$ cat config.mk
export PLATFORM = sky130hd
export DESIGN_NAME = tea_half_round
export DESIGN_NICKNAME = d
export VERILOG_FILES = /design/src/sv/tea_pkg.sv /design/src/sv/tea_half_round.sv
export SDC_FILE = /design/constraint.sdc
export NUM_CORES = 1
export LEC_CHECK = 0
export BUFFER_PORTS_ARGS = -buffer_cell sky130_fd_sc_hd__clkbuf_2
export CAP_MARGIN = 15
export CORE_ASPECT_RATIO = 1.75
export CORE_MARGIN = 1
export CORE_UTILIZATION = 50
export DETAILED_ROUTE_END_ITERATION = 16
export PLACE_DENSITY = 0.8
export SYNTH_ARGS = -nofsm -noshare
export SYNTH_HDL_FRONTEND = slang
export SYNTH_SLANG_ARGS = --single-unit
$ cat constraint.sdc
create_clock -name clock -period 9.08 [get_ports clock]
set_clock_uncertainty 0.1 [all_clocks]
set_input_delay 1.816 -clock clock [delete_from_list [all_inputs] [get_ports clock]]
set_output_delay 1.816 -clock clock [all_outputs]
set_load 0.01 [all_outputs]
$ cat src/sv/tea_pkg.sv
// TEA block cipher shared definitions: widths, round constants, block and key types.
// No dependencies; imported by every module of the cipher.
`timescale 1ns / 1ps

package tea_pkg;

   localparam int WORD_W    = 32;
   localparam int KEY_WORDS = 4;
   localparam int KEY_IDX_W = $clog2(KEY_WORDS);
   localparam int ROUNDS    = 32;
   localparam int STAGES    = 2 * ROUNDS;

   localparam logic [WORD_W-1:0] TEA_DELTA = 32'h9e37_79b9;

   localparam logic OP_ENCRYPT = 1'b0;
   localparam logic OP_DECRYPT = 1'b1;

   localparam logic [KEY_IDX_W-1:0] KEY_IDX_0 = KEY_IDX_W'(0);
   localparam logic [KEY_IDX_W-1:0] KEY_IDX_1 = KEY_IDX_W'(1);
   localparam logic [KEY_IDX_W-1:0] KEY_IDX_2 = KEY_IDX_W'(2);
   localparam logic [KEY_IDX_W-1:0] KEY_IDX_3 = KEY_IDX_W'(3);

   typedef logic [KEY_WORDS-1:0][WORD_W-1:0] key_type;

   typedef struct packed {
      logic              op;
      logic [WORD_W-1:0] y;
      logic [WORD_W-1:0] z;
   } blk_type;

   // Running sum of a round: delta*(r+1) going forward, delta*(ROUNDS-r) going back.
   function automatic logic [WORD_W-1:0] round_sum(input int unsigned rnd, input logic dec);
      logic [2*WORD_W-1:0] prod;
      if (dec) begin
         prod = TEA_DELTA * (2*WORD_W)'(ROUNDS - rnd);
      end else begin
         prod = TEA_DELTA * (2*WORD_W)'(rnd + 1);
      end
      return prod[WORD_W-1:0];
   endfunction

endpackage

$ cat src/sv/tea_half_round.sv
// One half-round pipeline stage of the TEA cipher, with its own valid bit.
// Depends on tea_pkg; instantiated twice per round by tea_block_cipher.
`timescale 1ns / 1ps

module tea_half_round
   import tea_pkg::*;
(
   input  logic              clock,
   input  logic              reset,
   input  key_type           key,
   input  logic [WORD_W-1:0] sum_enc,
   input  logic [WORD_W-1:0] sum_dec,
   input  logic              second_half,
   input  logic              in_valid,
   output logic              in_ready,
   input  blk_type           in_blk,
   output logic              out_valid,
   input  logic              out_ready,
   output blk_type           out_blk
);

   logic              valid_ff, valid_in;
   blk_type           blk_ff, blk_in;
   logic              update_y;
   logic              is_dec;
   logic [WORD_W-1:0] src, tgt, sum, ka, kb, mix, res;

   assign is_dec   = (in_blk.op == OP_DECRYPT);
   assign update_y = (is_dec == second_half);
   assign src      = update_y ? in_blk.z : in_blk.y;
   assign tgt      = update_y ? in_blk.y : in_blk.z;
   assign ka       = update_y ? key[KEY_IDX_0] : key[KEY_IDX_2];
   assign kb       = update_y ? key[KEY_IDX_1] : key[KEY_IDX_3];
   assign sum      = is_dec ? sum_dec : sum_enc;
   assign mix      = ((src << 4) + ka) ^ (src + sum) ^ ((src >> 5) + kb);
   assign res      = is_dec ? (tgt - mix) : (tgt + mix);

   always_comb begin
      blk_in    = in_blk;
      if (update_y) begin
         blk_in.y = res;
      end else begin
         blk_in.z = res;
      end
   end

   assign in_ready = !valid_ff || out_ready;

   always_comb begin
      valid_in = valid_ff;
      if (in_ready) begin
         valid_in = in_valid;
      end
   end

   always_ff @(posedge clock) begin
      if (reset) begin
         valid_ff <= 1'b0;
      end else begin
         valid_ff <= valid_in;
      end
   end

   always_ff @(posedge clock) begin
      if (in_valid && in_ready) begin
         blk_ff <= blk_in;
      end
   end

   assign out_valid = valid_ff;
   assign out_blk   = blk_ff;

   a_empty_takes: assert property (@(posedge clock) disable iff (reset)
      !valid_ff |-> in_ready)
      else $error("empty stage refused a transaction");

   a_take_fills: assert property (@(posedge clock) disable iff (reset)
      in_valid && in_ready |=> valid_ff)
      else $error("accepted transaction lost in stage");

endmodule

==> results of run 1 <==
metrics by stage:
stage	hold slack, ns	util, %	area, um^2
3_3_place_gp	0.3890	60.58	14500
2_1_floorplan	0.4930	-	12150
3_5_place_dp	0.4207	60.58	14500
6_report	0.4261	62.32	14910
5_1_grt	0.4378	62.32	14910
4_1_cts	0.4287	61.95	14820
metal layers:
layer,share of wire (%),wire length (um)
met1,31,14770
met2,53,24820
met3,4.5,2143
met4,12,5539
met5,0,0
area by class of cell:
type	instances	share of cell area, %
tap	308	2.584
inverter	30	0.7552
sequential	66	13.22
clock inverter	7	0.6880
clock buffer	9	1.510
timing repair buffer	398	15.23
multi-input combinational	1497	66.01
cell families (layout without fill, tap and decap cells):
logic type                 count (synthesis)  in the layout  synth area share (%)
buffers and inverters                     94            444                 3.110
AOI/OAI and AO/OA                        410            410                 21.41
muxes                                     56             56                 5.375
xor gates and xnor gates                 209            209                 16.16
adders and majority gates                120            120                 12.48
and+or+nand+nor                          702            702                 25.24
DFF                                       66             66                 16.23
path summary, 6_finish.rpt:
kind | from | end
worst max-delay path | second_half | out_blk[31]$_DFFE_PP_
worst min-delay path | out_valid$_SDFFE_PP0N_ | out_valid$_SDFFE_PP0N_
worst max register to register | out_valid$_SDFFE_PP0N_ | out_blk[57]$_DFFE_PP_
worst min register to register | out_valid$_SDFFE_PP0N_ | out_valid$_SDFFE_PP0N_
cell usage in the layout (no fill, tap or decap), drive strengths merged, types with 9 or more instances in the layout:
cell type / Yosys / final
nand2b: 11 / 11
nand4: 13 / 13
and2: 16 / 16
a31oi: 20 / 20
mux2i: 25 / 25
nor3: 32 / 32
edfxtp: 65 / 65
nor2b: 22 / 22
buf: 17 / 69
inv: 30 / 31
and3: 15 / 15
a21oi: 117 / 117
a211oi: 13 / 13
or3: 10 / 10
o21a: 18 / 18
nor2: 96 / 96
xnor2: 134 / 134
o21bai: 9 / 9
clkbuf: 47 / 338
o31ai: 14 / 14
or2: 10 / 10
xor2: 66 / 66
ha: 118 / 118
nand3: 29 / 29
nand2: 426 / 426
a21o: 47 / 47
mux2: 28 / 28
o21ai: 108 / 108
tightest hold or removal path, delay by kind of cell, from the launching register on:
family,cells,cell delay (ns)
flip-flops,1,0.31
AND/OR/NAND/NOR,1,0.10
AO/OA/AOI/OAI,1,0.07
power by group through the flow:
stage,clock network (mW),logic (mW),registers (mW)
4_1_cts,0.389,4.11,0.624
3_3_place_gp,0,4.01,0.626
3_5_place_dp,0,4.08,0.627
6_report,0.389,4.17,0.623
5_1_grt,0.400,4.52,0.633
2_1_floorplan,0,2.75,0.700
registers in the layout, indices dropped and copies added (netlist names):
register   flops
out_valid      1
out_blk       65
what timing repair did:
item | in CTS | in global routing
gates resized for setup | 0 | 4
setup endpoints to repair | 0 | 2
hold buffers | 0 | 0
setup buffers | 0 | 3
==> results.json, run 1 <==
{
  "status": "complete, no violations",
  "maxCapViolCount": 0,
  "p_int_mw": 2.589,
  "power.density_nw_per_um2": 347.4,
  "ff2ff_path_depth": 3,
  "critPathLaunchType": "input pin",
  "rows": 75,
  "cp.buffers_inverters": 2,
  "fill_cells": 2258,
  "synth_top_area_share_pct": 16.06,
  "routedWlPerCell_um": 20.42,
  "ys_top_cells_by_area": "edfxtp_1, nand2_1, ha_1, xnor2_1, a21oi_1",
  "grt_use_met1_pct": 31.46,
  "tightest_slew_ns": 0.8928,
  "period_needed_ns": 8.617,
  "final-hold-violation-count": 0,
  "finalPower_mw": 5.180,
  "clk_pin_slew_worst_paths_ns": 0.06,
  "num_io_pins": 329,
  "grt_usage_pct": 37.00,
  "crit_top_cell": "a21oi_1",
  "antenna_found_initial": 0,
  "drtAntennaViolNets": 0,
  "synth-main-ff-cell": "edfxtp_1",
  "cts_tree": "yes",
  "hpwl_um": 39760,
  "fmax_ghz": 0.1160,
  "syn2layout_area_growth_pct": 22.73,
  "critPathMaxFanout": 38,
  "cts-root-buf": "clkbuf_16",
  "ys_top_cells_by_count": "nand2_1, xnor2_1, ha_1, a21oi_1, o21ai_0",
  "drive_gt1_share_pct": 23.82,
  "p_comb_share_pct": 80.5,
  "cts_num_sinks": 66,
  "grt_overflow_total": 0,
  "netSwitchingPower_mw": 2.591,
  "synthCells": 1657,
  "synth-seq-cells": 66,
  "p_seq_share_pct": 12.0,
  "synthesis.area_um2": 12150,
  "synth-warning-count": 0,
  "cpMaxStageDelayCell": "xnor3_1",
  "cp-end-kind": "register",
  "async_flop_share_pct": 0,
  "first_global_vias": 13610,
  "clkPwrFrac_pct": 7.5,
  "met2_usage_pct": 70.74,
  "placed_cells": 2294,
  "worst-setup-path-type": "input pin to register",
  "path_depth": 28,
  "synth_cell_type_count": 82,
  "synth_edf_count": 65,
  "hold_class": "register to register",
  "fin_crit_sh_pct": 94.90,
  "start_util_pct": 50.78,
  "port-buffer-count": 328,
  "cp.arrival_ns": 8.62,
  "cts.htree.levels": 3,
  "diodes": 0,
  "grt_max_degree": 66,
  "max_stage_delay_ns": 0.49,
  "met3_usage_pct": 3.920,
  "vias": 13610,
  "syn_area_per_cell_um2": 7.333,
  "clk_latency_ns": 0.35,
  "gp_congestion": 1.002,
  "ys_seq_area_share_pct": 16.23,
  "post-place-ws_ns": 0.1162,
  "die_x_um": 119.8,
  "drc": 0,
  "viasPerCell": 5.880,
  "min_path_cells": 2,
  "cp_top_family": "compound AO/OA/AOI/OAI gates",
  "ir_drop_uv": 216.9,
  "swShare_pct": 50.01,
  "stdcell_count": 2315,
  "setup_viol": 0,
  "multi_input_area_um2": 9843,
  "clockBufferDepth": 2,
  "synth_top_area_cell": "edfxtp_1",
  "synth_most_common_cell": "nand2_1",
  "rsz0062_at_grt": "false",
  "cts_inserted_buffers": 9,
  "cp.required_ns": 9.08,
  "wl_um": 47270,
  "grt_pass1_wl_um": 69770,
  "setup_tns_ns": 0,
  "drt-initial-drc-count": 825,
  "p_leak_nw": 7.402,
  "finalMaxSlewViolations": 0,
  "r2r_slack_ns": 7.32,
  "core_um2": 23930,
  "syn_nets": 2039,
  "die_area_um2": 24950,
  "busiest_layer": "met2",
  "regArea_um2": 1972,
  "drt-pass1-iter-count": 5,
  "nets": 2384,
  "setup_slack_ns": 0.4628,
  "chipHeight_um": 208.2,
  "slew_headroom_pct": 40.48
}
(Power assumes the default switching activity.)
==> run 2: changes to the inputs <==
--- a/config.mk
+++ b/config.mk
@@ -8,10 +8,11 @@
 export BUFFER_PORTS_ARGS = -buffer_cell sky130_fd_sc_hd__clkbuf_2
 export CAP_MARGIN = 15
 export CORE_ASPECT_RATIO = 1.75
-export CORE_MARGIN = 1
+export CORE_MARGIN = 2
 export CORE_UTILIZATION = 50
 export DETAILED_ROUTE_END_ITERATION = 16
 export PLACE_DENSITY = 0.8
+export SKIP_CTS_REPAIR_TIMING = 1
 export SYNTH_ARGS = -nofsm -noshare
 export SYNTH_HDL_FRONTEND = slang
 export SYNTH_SLANG_ARGS = --single-unit
==> run 2 against run 1 <==
  * Die area is 2.6% higher
  * Core utilization decreased by 0.62 points
  * Total power down 1.9%
  * Via count down 0.60%
  * Wire length decreased by 4.8%
  * Combinational power decreased by 2%
  * Critical path type unchanged
  * Count of clock-buffer cells in the layout increased by 1
  * Final cell count fell by 0.60%
  * Non-clock buffer count is 14 lower
  * Largest cell class unchanged
  * Final area shrank 1.0%
==> results.json, run 2 (synthesis results as in run 1) <==
{
  "start_util_pct": 50.78,
  "cp.required_ns": 9.08,
  "final_core_util_pct": 61.69,
  "power.density_nw_per_um2": 344.4,
  "die_x_um": 121.8,
  "wl_um": 44990,
  "fmax_ghz": 0.1156,
  "clk_latency_ns": 0.34,
  "vias": 13530,
  "grt_pass1_wl_um": 68330,
  "stdcell_count": 2301,
  "post-place-ws_ns": 0.07459,
  "period_needed_ns": 8.651,
  "busiest_layer": "met2",
  "cts-root-buf": "clkbuf_16",
  "final_area_um2": 14760,
  "rows": 75,
  "p_int_mw": 2.516,
  "tightest_slew_ns": 0.8883,
  "drc": 0,
  "cpMaxStageDelayCell": "xnor3_1",
  "hpwl_um": 38130,
  "met2_usage_pct": 63.03,
  "diodes": 0,
  "clk_pin_slew_worst_paths_ns": 0.07,
  "hold_ws_ns": 0.4211,
  "swShare_pct": 50.51,
  "cts_inserted_buffers": 9,
  "setup_slack_ns": 0.4289,
  "dpl-instance-area_um2": 14420,
  "syn2layout_area_growth_pct": 21.50,
  "grt_usage_pct": 34.75,
  "nets": 2370,
  "finalMaxSlewViolations": 0,
  "viasPerCell": 5.880,
  "cts_num_sinks": 66,
  "clockBufferDepth": 2,
  "layout_commonest_cell": "nand2_1",
  "final_cell_mix": "nand2_1, clkbuf_2, xnor2_1",
  "die_area_um2": 25610,
  "placed_cells": 2285,
  "max_stage_delay_ns": 0.48,
  "routedWlPerCell_um": 19.55,
  "clkPwrFrac_pct": 7.2,
  "fin_crit_sh_pct": 95.28,
  "setup_tns_ns": 0,
  "netSwitchingPower_mw": 2.568,
  "grt_overflow_total": 0,
  "critPathLaunchType": "input pin",
  "cp-end-kind": "register",
  "drt-initial-drc-count": 770,
  "final-hold-violation-count": 0,
  "cts_tree": "yes",
  "maxCapViolCount": 0,
  "setup_viol": 0,
  "first_global_vias": 13560,
  "p_leak_nw": 7.306,
  "grt_use_met1_pct": 31.57,
  "critPathMaxFanout": 37,
  "met3_usage_pct": 4.113,
  "antenna_found_initial": 0,
  "status": "complete, no violations",
  "slew_headroom_pct": 40.78,
  "p_seq_share_pct": 12.3,
  "grt_max_degree": 66,
  "worst-setup-path-type": "input pin to register",
  "num_io_pins": 329,
  "gp_congestion": 1.029,
  "rsz0062_at_grt": "false",
  "chipHeight_um": 210.2,
  "core_um2": 23930,
  "p_comb_share_pct": 80.4,
  "largest_reg_flops": 65,
  "ir_drop_uv": 215.8,
  "cp.arrival_ns": 8.65,
  "cts.htree.levels": 3,
  "drive_gt1_share_pct": 23.48,
  "drt-pass1-iter-count": 6,
  "port-buffer-count": 328,
  "finalPower_mw": 5.084,
  "hold_class": "register to register",
  "drtAntennaViolNets": 0
}
==> run 2: changes by cell type in the layout (fill, tap and decap cells not counted), moves of 2 or more <==
cell,change
clkinv_4,-2
a311oi_1,-2
a311oi_2,+2
clkbuf_16,-2
buf_4,-10
==> run 2: cell type report <==
cell class                      count  area (um^2)
Timing Repair Buffer              384         2115
Fill cell                        2250         9166
Multi-Input combinational cell   1497         9868
Tap cell                          308        385.4
Clock buffer                       10        239.0
Sequential cell                    66         1972
Clock inverter                      6        71.32
Inverter                           30        112.6
==> run 2: metal layers <==
layer	wire length, um	vias up
met2	22570	610
met1	14380	6121
met3	2318	252
met4	5722	0
li1	-	6547
met5	0	-
==> run 2: worst max-delay path, delay by kind of cell <==
kind                     cells  cell delay [ns]
AND/OR/NAND/NOR             11             1.89
AO/OA/AOI/OAI                9             1.85
XOR/XNOR                     5             1.84
adder cells (fa/ha/maj)      2             0.67
buffers and inverters        2             0.46
multiplexers                 1             0.13
==> run 2: path summary, 6_finish.rpt <==
| check | from | to | slack, ns | depth (start not counted) |
|---|---|---|---|---|
| worst min register to register | out_valid$_SDFFE_PP0N_ | out_valid$_SDFFE_PP0N_ | 0.42 | 2 |
| worst max register to register | out_valid$_SDFFE_PP0N_ | out_blk[21]$_DFFE_PP_ | 7.33 | 3 |
| worst min-delay path | out_valid$_SDFFE_PP0N_ | out_valid$_SDFFE_PP0N_ | 0.42 | 2 |
| worst max-delay path | second_half | out_blk[31]$_DFFE_PP_ | 0.43 | 30 |
==> run 2: power by group through the flow <==
stage	clock [mW]	sequential (mW)	combinational, mW
final	0.368	0.626	4.09
after global routing	0.381	0.637	4.47
after CTS	0.368	0.627	4.02
after detailed placement	0	0.632	3.98
after global placement	0	0.630	3.93
after floorplan	0	0.700	2.75
